File: src/design/sbp_pkg.sv
// ----------------------------------------------------------------------------
// Simple-8b block packer package
// Transaction types, controller/datapath command and status groups, and the
// selector tables shared by the modules of the packer.
// ----------------------------------------------------------------------------
`default_nettype none

package sbp_pkg;

    // Operation codes of an input transaction.
    localparam logic OP_PUSH  = 1'b0;
    localparam logic OP_DRAIN = 1'b1;

    // Widths of the fixed fields.
    localparam int unsigned VALUE_BITS   = 64;
    localparam int unsigned PAYLOAD_BITS = 60;
    localparam int unsigned SEL_COUNT    = 16;

    // Selectors 0 and 1 are the run selectors.
    localparam logic [3:0] SEL_LONG_RUN  = 4'd0;
    localparam logic [3:0] SEL_SHORT_RUN = 4'd1;

    // Bit offset of the first packed value above the selector.
    localparam logic [5:0] FIRST_OFFSET = 6'd4;

    typedef struct packed {
        logic        operation;
        logic [63:0] value;
    } t_in;

    typedef struct packed {
        logic [63:0] packed_word;
        logic        last_block;
        logic        range_error;
    } t_out;

    // Commands from the controller to the datapath.
    typedef struct packed {
        logic accept;
        logic scan_eval;
        logic pick;
        logic pack_eval;
        logic out_load;
    } t_cmd;

    // Status from the datapath to the controller.
    typedef struct packed {
        logic bad;
        logic fill;
        logic empty;
        logic scan_done;
        logic is_run;
        logic pack_done;
        logic out_free;
    } t_sts;

    // Number of values that a selector packs.
    function automatic logic [7:0] sel_count(input logic [3:0] sel);
        logic [7:0] n;
        unique case (sel)
            4'd0:    n = 8'd240;
            4'd1:    n = 8'd120;
            4'd2:    n = 8'd60;
            4'd3:    n = 8'd30;
            4'd4:    n = 8'd20;
            4'd5:    n = 8'd15;
            4'd6:    n = 8'd12;
            4'd7:    n = 8'd10;
            4'd8:    n = 8'd8;
            4'd9:    n = 8'd7;
            4'd10:   n = 8'd6;
            4'd11:   n = 8'd5;
            4'd12:   n = 8'd4;
            4'd13:   n = 8'd3;
            4'd14:   n = 8'd2;
            default: n = 8'd1;
        endcase
        return n;
    endfunction

    // Bit width of one value under a selector; zero for the run selectors.
    function automatic logic [5:0] sel_width(input logic [3:0] sel);
        logic [5:0] w;
        unique case (sel)
            4'd0:    w = 6'd0;
            4'd1:    w = 6'd0;
            4'd2:    w = 6'd1;
            4'd3:    w = 6'd2;
            4'd4:    w = 6'd3;
            4'd5:    w = 6'd4;
            4'd6:    w = 6'd5;
            4'd7:    w = 6'd6;
            4'd8:    w = 6'd7;
            4'd9:    w = 6'd8;
            4'd10:   w = 6'd10;
            4'd11:   w = 6'd12;
            4'd12:   w = 6'd15;
            4'd13:   w = 6'd20;
            4'd14:   w = 6'd30;
            default: w = 6'd60;
        endcase
        return w;
    endfunction

endpackage

`default_nettype wire

File: src/design/sbp_ctrl.sv
// ----------------------------------------------------------------------------
// Simple-8b block packer controller
// Sequences accept, window scan, selector pick, word assembly and result
// hand-off through commands to the datapath.
// ----------------------------------------------------------------------------
`default_nettype none

module sbp_ctrl
    import sbp_pkg::*;
(
    input  wire logic i_clk,
    input  wire logic i_rst_n,
    input  wire logic i_valid,
    input  wire logic i_operation,
    input  wire t_sts i_sts,
    output t_cmd      o_cmd,
    output logic      o_ready
);

    typedef enum logic [6:0] {
        ST_IDLE    = 7'b0000001,
        ST_SCAN_RD = 7'b0000010,
        ST_SCAN_EV = 7'b0000100,
        ST_PICK    = 7'b0001000,
        ST_PACK_RD = 7'b0010000,
        ST_PACK_EV = 7'b0100000,
        ST_EMIT    = 7'b1000000
    } t_state;

    t_state r_state, n_state;
    logic   accept;

    assign o_ready = (r_state == ST_IDLE);
    assign accept  = i_valid && o_ready;

    // Commands issued in each state.
    always_comb begin
        o_cmd.accept    = accept;
        o_cmd.scan_eval = (r_state == ST_SCAN_EV);
        o_cmd.pick      = (r_state == ST_PICK);
        o_cmd.pack_eval = (r_state == ST_PACK_EV);
        o_cmd.out_load  = (r_state == ST_EMIT) && i_sts.out_free;
    end

    // State transitions.
    always_comb begin
        n_state = r_state;
        unique case (r_state)
            ST_IDLE: begin
                if (accept) begin
                    if (i_operation == OP_PUSH) begin
                        if (i_sts.bad) begin
                            n_state = ST_EMIT;
                        end else if (i_sts.fill) begin
                            n_state = ST_SCAN_RD;
                        end
                    end else if (!i_sts.empty) begin
                        n_state = ST_SCAN_RD;
                    end
                end
            end
            ST_SCAN_RD: n_state = ST_SCAN_EV;
            ST_SCAN_EV: n_state = i_sts.scan_done ? ST_PICK : ST_SCAN_RD;
            ST_PICK:    n_state = i_sts.is_run ? ST_EMIT : ST_PACK_RD;
            ST_PACK_RD: n_state = ST_PACK_EV;
            ST_PACK_EV: n_state = i_sts.pack_done ? ST_EMIT : ST_PACK_RD;
            ST_EMIT:    n_state = i_sts.out_free ? ST_IDLE : ST_EMIT;
            default:    n_state = ST_IDLE;
        endcase
    end

    always_ff @(posedge i_clk) begin
        if (!i_rst_n) begin
            r_state <= ST_IDLE;
        end else begin
            r_state <= n_state;
        end
    end

endmodule

`default_nettype wire
File: config.mk
export PLATFORM = sky130hd
export DESIGN_NAME = sbp_ctrl
export DESIGN_NICKNAME = d
export VERILOG_FILES = /design/src/design/sbp_pkg.sv /design/src/design/sbp_ctrl.sv
export SDC_FILE = /design/constraint.sdc
export NUM_CORES = 1
export LEC_CHECK = 0
export ABC_AREA = 1
export BUFFER_PORTS_ARGS = -buffer_cell sky130_fd_sc_hd__buf_2
export CAP_MARGIN = 40
export CELL_PAD_IN_SITES_DETAIL_PLACEMENT = 1
export CELL_PAD_IN_SITES_GLOBAL_PLACEMENT = 1
export CORE_UTILIZATION = 35
export CTS_CLUSTER_SIZE = 25
export DETAILED_ROUTE_END_ITERATION = 16
export HOLD_SLACK_MARGIN = 0.08
export PLACE_DENSITY_LB_ADDON = 0.1
export SYNTH_ARGS = -nofsm -noshare
export SYNTH_HDL_FRONTEND = slang
export SYNTH_SLANG_ARGS = --single-unit
File: constraint.sdc
create_clock -name i_clk -period 2.5 [get_ports i_clk]
set_input_delay 0.625 -clock i_clk [delete_from_list [all_inputs] [get_ports i_clk]]
set_output_delay 0.625 -clock i_clk [all_outputs]
set_load 0.01 [all_outputs]
Word-level counts from Yosys, hierarchy flattened
Index checks and enable logic that the tools add are counted.

operators by class
  equality and inequality tests = 10
  reductions and logical operators = 3
  mux-type cells = 10

operator list
  kind                                                             count
  7-bit two-way mux                                                8
  7-bit case mux with 7 select lines                               1
  7-bit by 1-bit == test with 1-bit output, second input constant  1
  7-bit by 2-bit == test with 1-bit output, second input constant  1
  7-bit by 3-bit == test with 1-bit output, second input constant  1
  7-bit by 4-bit == test with 1-bit output, second input constant  1
  7-bit by 5-bit == test with 1-bit output, second input constant  1
  7-bit by 6-bit == test with 1-bit output, second input constant  1
  7-bit == test, second input constant                             1
  4-bit two-way mux                                                1
  4-bit != test, second input constant                             1
  3-bit != test, second input constant                             1
  3-bit AND reduction                                              1
  1-bit logical AND                                                2
  2-bit by 1-bit != test with 1-bit output, second input constant  1

storage, ports and cells
  logic and storage cells = 24
  bits in registers = 7
  input bits = 11
  output and inout bits = 6

Logic depth before layout (Yosys ltp)
Gate-level depths: netlist of run 1.

  depth in word-level cells = 5
  mapped depth = 9
  mapped depth without buffers = 9

Worst setup path after synthesis of run 1
No wires, ideal clock.

  kind = register to output
  from = register r_state[6]
  to = output port o_cmd[0] (netlist name)
  data required time = 1875 ps
  slack = 1008 ps
  data arrival time = 867 ps
  cell stages (with the launch flop) = 5
  buffers on the path = 0
  cells stage by stage = dfxtp_1 > nand3_1 > nor2_1 > nand2_1 > inv_1

RTL lines
  item                    line            RTL
  start, declared         sbp_ctrl.sv:30  t_state r_state, n_state;
  start signal, assigned  sbp_ctrl.sv:76  r_state <= n_state;
  end, declared           sbp_ctrl.sv:16  output t_cmd o_cmd,

==> metrics.cfg, run 1 <==
[clocking]
cts_resized=0
post_cts.repair.setup_buffers=0
cts_tree=built
cts_max_path_buffers=2
clk_pin_slew_ps=60
cts.sinks=7
insertion_delay_ps=260
hold_buffers=0
numCtsBuffers=3
h-tree-depth=1
cts-root-buf=clkbuf_4

[detailed_routing]
vias=569
drc=0
wl_per_cell_um=10.7
viasPerCell=4.74
wirelength_um=1280
firstDrtPassIters=2
first_iter_violations=1
drtAntennaViolNets=0

[final_layout]
antennaDiodeCount=0
top_register=r_state
drive_gt1_share_pct=41.3
nets=116
nFillCells=210
reg.largest.list=r_state x7
area.growth.synth_to_final_pct=21.3
design_area_um2=677
largest_reg_flops=7

[placement]
portBuffers=16
place_congestion=0.683
placed_area_um2=651
post-dp-hpwl_um=1110

[grt]
grt_max_degree=7
grt_overflow=0
grt_pass1_vias=575
antenna_found_initial=0
grt_usage_pct=18.8
grt_first_pass_wirelength_um=2460

[setup_path]
cp-startpoint=r_state[0]$_SDFFE_PN1P_
startpoint_type=register
crit_path_max_fanout=4
r2r_start=r_state[0]$_SDFFE_PN1P_
cp.required_ps=1880
worstSetupPathType=register to output pin
arrival_ps=1290
cp-end-kind=output pin

[timing]
min_period_ps=1910
fin_crit_sh_pct=76.5
final_hold_viol_count=0
tns_ps=0
fin_skew_ps=13.2
slew_violations=0
worstMarginPinSlew_ps=291
clock.fmax_mhz=523
slew_headroom_pct=80.6
grt_setup_unrepaired=no
setup_violations=0

[die]
die_area_um2=1760
fp.dieH_um=41.9
rows=14
io_pins=17
fp.coreArea_um2=1490
die_w_um=41.9
start_util_pct=37.5

[pwr]
powerDensity_nw_per_um2=604
cellLeakagePower_nw=0.389
power_uw=409
irDropWorstVdd_uv=264

[synth]
synthTopCellsByArea=dfxtp_1, nor2_1, nand2_1, inv_1, nand2_4
synth_nets=96
synth_area_leader_cell=dfxtp_1
syn_area_um2=558
syn_inst=85
synth_cell_types=21
seq_area_frac_synth_pct=25.1
avgSynthCellArea_um2=6.57
yosys_warnings=0
yosysTopAreaCellShare_pct=25.1
synth_seq_cells=7

[worst_hold_path]
worst_hold_startpoint=r_state[2]$_SDFFE_PN0P_
hold_class=register to register

[run]
maxCapViolations=0

[run_status]
status=finished clean

[through the flow]
stage | instances | utilization [%] | worst slack [ps] | hold slack, ps
detailed placement | 116 | 43.7 | 882 | 577
global route | 120 | 45.5 | 452 | 604
finish | 120 | 45.5 | 589 | 589
global placement | 116 | 43.7 | 899 | 576
CTS | 120 | 45.5 | 579 | 593
floorplan | 85 | - | 1010 | 546
[final cells by class]
class	count	area (µm²)	share of cell area (%)
repair buffers	16	80.1	11.8
flip-flops and latches	7	140	20.7
inverters	19	73.8	10.9
multi-input cells	58	337	49.7
well taps	16	20.0	2.96
clock buffers	4	26.3	3.88
[cells by family after synthesis]
family	after synthesis	share of synthesized area, %
and+or+nand+nor	53	52.2
buffers and inverters	20	14.6
DFF	7	25.1
AOI/OAI and AO/OA	5	8.07
[cells in the final DEF, fill, tap and decap left out, drive strengths merged]
| master | netlist | layout |
|---|---|---|
| nor2 | 22 | 22 |
| nand2 | 20 | 20 |
| inv | 19 | 19 |
| buf | 1 | 16 |
| nand3 | 8 | 8 |
| dfxtp | 7 | 7 |
| clkbuf | 0 | 4 |
| o21ai | 2 | 2 |
| a21oi | 2 | 2 |
| nor3 | 2 | 2 |
| o22ai | 1 | 1 |
| nand3b | 1 | 1 |
[worst max-delay path, stage by stage (launching register included)]
cell and delay [ps]:
dfxtp_1 340, nor2_1 190, nand2_1 130, nor2_1 110, nand2_1 90, inv_1 50, buf_2 110
[cell usage after synthesis (all sizes together)]
master and n:
dfxtp 7, nand2 20, nor3 2, buf 1
o22ai 1, nand3 8, o21ai 2, a21oi 2
nand3b 1, inv 19, nor2 22
[layer usage]
metal  global-route usage [%]  vias up  wire (µm)
met3                     3.04        4         46
met1                     23.8      255        583
met5                        0        -          0
met4                     14.8        0         28
met2                     28.1       17        620
li1                         -      293          -
[worst paths after layout]
kind	end	slack, ps	cells past startpoint
worst min-delay path	r_state[2]$_SDFFE_PN0P_	590	3
worst max register to register	r_state[4]$_SDFFE_PN0P_	1330	7
worst max-delay path	o_cmd[0]	590	6
worst min register to register	r_state[2]$_SDFFE_PN0P_	590	3
[where the power goes]
part | internal, mW | switching, mW
sequential | 0.122 | 0.0102
clock | 0.0612 | 0.0452
combinational | 0.0645 | 0.106
(Power assumes the default switching activity.)
==> run 2: changes to the inputs <==
- CORE_UTILIZATION: 35 -> 29
- clock period: 2.5 -> 1.5 ns (I/O delays scaled with it)
==> run 2 against run 1 <==
Against the previous run:
- the run now ends with setup timing left
- via count grew 6.9%
- clock skew shrank 8.5 ps
- register-to-register slack lost 1200 ps
- power grew 99%
- flip-flop and latch count is the same
- critical endpoint is now o_cmd[4]
- non-clock buffer count grew 15
- clock power grew 56%
- sequential share of layout area shrank 2.8 points
- first-iteration DRC count shrank 100%
- die area grew 20%
- clock-buffer cell count is the same
- largest cell class unchanged
==> metrics.cfg, run 2 (same netlist as run 1, synthesis figures left out) <==
[clocking]
numCtsBuffers=3
insertion_delay_ps=240
cts_tree=built
h-tree-depth=1
clk_pin_slew_ps=50
cts.sinks=7
cts-root-buf=clkbuf_4
cts_max_path_buffers=2

[setup_path]
crit_path_max_fanout=6
startpoint_type=register
arrival_ps=1210
worstSetupPathType=register to output pin
cp-end-kind=output pin
cp.required_ps=1120

[placement]
dpl.cell_count=125
portBuffers=16
place_congestion=0.758
dp_slack_ps=123
post-dp-hpwl_um=1090

[timing]
clock.fmax_mhz=629
final_hold_viol_count=0
min_period_ps=1590
worstMarginPinSlew_ps=241
layout_setup_ws_ps=-88.8
fin_crit_sh_pct=106
setup_violations=5
fin_skew_ps=4.75
slew_headroom_pct=83.8
grt_setup_unrepaired=yes
slew_violations=0

[final_layout]
antennaDiodeCount=0
drive_gt1_share_pct=62.2
final_common_cell=buf_4
largest_reg_flops=7
area.growth.synth_to_final_pct=59.0
reg.largest.list=r_state x7
final_cell_mix=buf_4, nor2_1, buf_2
nets=131
top_register=r_state
layoutNonFillerInstCount=144

[detailed_routing]
wl_per_cell_um=11.7
viasPerCell=4.22
wirelength_um=1680
first_iter_violations=0
vias=608
drc=0
firstDrtPassIters=1
drtAntennaViolNets=0

[grt]
grt_overflow=0
grt_first_pass_wirelength_um=2260
grt_max_degree=7
grt_pass1_vias=527
grt_usage_pct=15.1
antenna_found_initial=0

[pwr]
cellLeakagePower_nw=0.477
irDropWorstVdd_uv=512
powerDensity_nw_per_um2=918

[die]
start_util_pct=31.6
rows=15
die_w_um=45.9
io_pins=17
fp.coreArea_um2=1760
fp.dieH_um=45.9
die_area_um2=2100

[run]
maxCapViolations=0

[run_status]
status=finished, violations left
violations=setup timing

[worst_hold_path]
hold_class=input pin to register

## run 2: cell count changes in the layout (fill, tap and decap cells not counted), moves of 3 or more
cell,previous run,this run
dfxtp_1,7,0
dfxtp_2,0,3
nor2_4,1,5
nor2_1,17,14
dfxtp_4,0,4
buf_4,0,15
nand2_1,14,11
inv_1,12,9
## run 2: layer usage
layer	GRT usage, %	share of wire [%]
met5	0	0
met4	5.29	2.0
met3	1.19	2.0
met2	25.4	52
met1	20.0	44
## run 2: area by class of cell
cell class / count / area [µm²]
Timing Repair Buffer: 31 / 205
Inverter: 19 / 76.3
Sequential cell: 7 / 159
Clock buffer: 4 / 26.3
Fill cell: 246 / 877
Multi-Input combinational cell: 58 / 389
Tap cell: 25 / 31.3
## run 2: report_power, final
part           switching, mW  internal [mW]
clock                 0.0639          0.101
sequential            0.0297          0.208
combinational          0.213          0.199
## run 2: final timing paths
check	startpoint	to	slack (ps)	depth (start not counted)
worst max-delay path	r_state[4]$_SDFFE_PN0P_	o_cmd[4]	-90	6
worst max register to register	r_state[4]$_SDFFE_PN0P_	r_state[1]$_SDFFE_PN0P_	170	8
worst min-delay path	i_sts[3]	r_state[3]$_SDFFE_PN0P_	370	3
worst min register to register	r_state[2]$_SDFFE_PN0P_	r_state[2]$_SDFFE_PN0P_	580	3
## run 2: per-stage QoR
stage          power [mW]  util, %  cell area (µm²)  hold slack [ps]  TNS [ps]
2_1_floorplan       0.445        -              558              496         0
3_3_place_gp        0.505     37.5              662              596         0
3_5_place_dp        0.504     37.5              662              602         0
4_1_cts             0.741     44.0              777              366      -156
5_1_grt             0.869     50.3              887              367      -612
6_report            0.815     50.3              887              372      -318
## run 2: repair_timing
action,CTS,global route
cloned,0,0
pin swaps,3,10
hold buffers,0,0
resized for setup,13,17
endpoints found under the setup margin,6,6
setup buffers,6,9
## run 2: critical path, stage by stage (launching register included)
cell and delay [ps]:
dfxtp_2 320, inv_2 90, nand2_4 80, nor2_8 180, nand2_4 90, nor2_1 80
buf_2 130
==> run 3: changes to the inputs <==
- clock period: 1.5 -> 1.4 ns (I/O delays scaled with it)
==> run 3 against run 2 <==
Against the previous run:
- the flow still finishes with violations (setup timing)
- combinational power grew 11%
- critical path depth is the same
- clock skew shrank 1.1 ps
- power grew 8.2%
- critical endpoint is now o_cmd[0]
- largest cell class unchanged
- largest power group unchanged
==> metrics.cfg, run 3 (same netlist as run 1, synthesis figures left out) <==
[run_status]
status=finished, violations left
violations=setup timing

[timing]
fin_skew_ps=3.62
slew_headroom_pct=83.5
final_hold_viol_count=0
slew_violations=0
grt_setup_unrepaired=yes
setup_violations=5
layout_setup_ws_ps=-111
fin_hold_ws_ps=351
min_period_ps=1510
worstMarginPinSlew_ps=248
tns_ps=-343
clock.fmax_mhz=662
fin_crit_sh_pct=108

[clocking]
h-tree-depth=1
cts.sinks=7
cts_max_path_buffers=2
cts-root-buf=clkbuf_4
insertion_delay_ps=240
clk_pin_slew_ps=50
hold_buffers=0
cts_tree=built
numCtsBuffers=3

[setup_path]
startpoint_type=register
cp-end-kind=output pin
ff2ff_setup_slack_ps=60
worstSetupPathType=register to output pin
cp.required_ps=1050
crit_path_max_fanout=2
arrival_ps=1160

[grt]
grt_usage_pct=14.8
grt_first_pass_wirelength_um=2230
grt_max_degree=7
grt_overflow=0
antenna_found_initial=0
grt_pass1_vias=537

[pwr]
cellLeakagePower_nw=0.458
irDropWorstVdd_uv=623
seqPwrFrac_pct=28.2
p_switching_uw=321
power_uw=881
p_int_uw=560
clkPwrFrac_pct=19.8
p_comb_share_pct=52.0
powerDensity_nw_per_um2=1020
p_sw_share_pct=36.5

[final_layout]
layoutNonFillerInstCount=142
antennaDiodeCount=0
reg.largest.list=r_state x7
area.growth.synth_to_final_pct=54.3
drive_gt1_share_pct=64.1
nets=129
top_register=r_state
design_area_um2=861
nFillCells=252
largest_reg_flops=7
final_cell_mix=nor2_1, buf_2, buf_4
final_util_pct=48.8

[detailed_routing]
wirelength_um=1390
wl_per_cell_um=9.81
drtAntennaViolNets=0
vias=592
firstDrtPassIters=3
first_iter_violations=3
viasPerCell=4.17
drc=0

[placement]
dpl.cell_count=126
place_congestion=0.693
post-dp-hpwl_um=1100
portBuffers=16
dp_slack_ps=45.4
placed_area_um2=669

[run]
maxCapViolations=0

[die]
die_area_um2=2100
fp.coreArea_um2=1760
rows=15
start_util_pct=31.6
fp.dieH_um=45.9
io_pins=17
die_w_um=45.9

[worst_hold_path]
hold_class=input pin to register

[run 3: cell count changes in the layout (fill, tap and decap cells not counted), sizes merged]
cell  previous run  this run
buf             31        29
[run 3: worst paths after layout]
check | from | to | depth (start not counted)
worst max-delay path | r_state[1]$_SDFFE_PN0P_ | o_cmd[0] | 6
worst min-delay path | i_rst_n | r_state[1]$_SDFFE_PN0P_ | 3
worst max register to register | r_state[5]$_SDFFE_PN0P_ | r_state[1]$_SDFFE_PN0P_ | 12
worst min register to register | r_state[2]$_SDFFE_PN0P_ | r_state[2]$_SDFFE_PN0P_ | 3
[run 3: power groups by stage]
stage	Combinational, mW	Sequential, mW	Clock (mW)
floorplan	0.241	0.236	0
global placement	0.302	0.241	0
detailed placement	0.303	0.241	0
CTS	0.388	0.243	0.178
global route	0.500	0.252	0.193
finish	0.458	0.249	0.175
[run 3: what timing repair did]
item,in CTS,in global routing
endpoints found under the setup margin,6,6
setup buffers,8,4
endpoints found under the hold margin,0,0
resized for setup,14,14
pin swaps,6,4
cloned,0,0
[run 3: cell type report]
type	count	area (µm²)	share of cell area, %
multi-input cells	58	382	44.3
repair buffers	29	196	22.8
flip-flops and latches	7	149	17.3
inverters	19	76.3	8.87
well taps	25	31.3	3.63
clock buffers	4	26.3	3.05
[run 3: layer usage]
metal / vias up / GRT usage [%] / part of all wire, %
met5: - / 0 / 0
li1: 320 / - / -
met3: 0 / 2.38 / 2.3
met2: 8 / 23.1 / 48
met1: 264 / 21.1 / 50
met4: 0 / 3.53 / 0
[run 3: worst max-delay path: stages (launching register included)]
cell and delay [ps]:
dfxtp_2 340, nor2_2 150, nand2_2 80, nor2_1 90, nand2_1 90, inv_1 60
buf_2 120
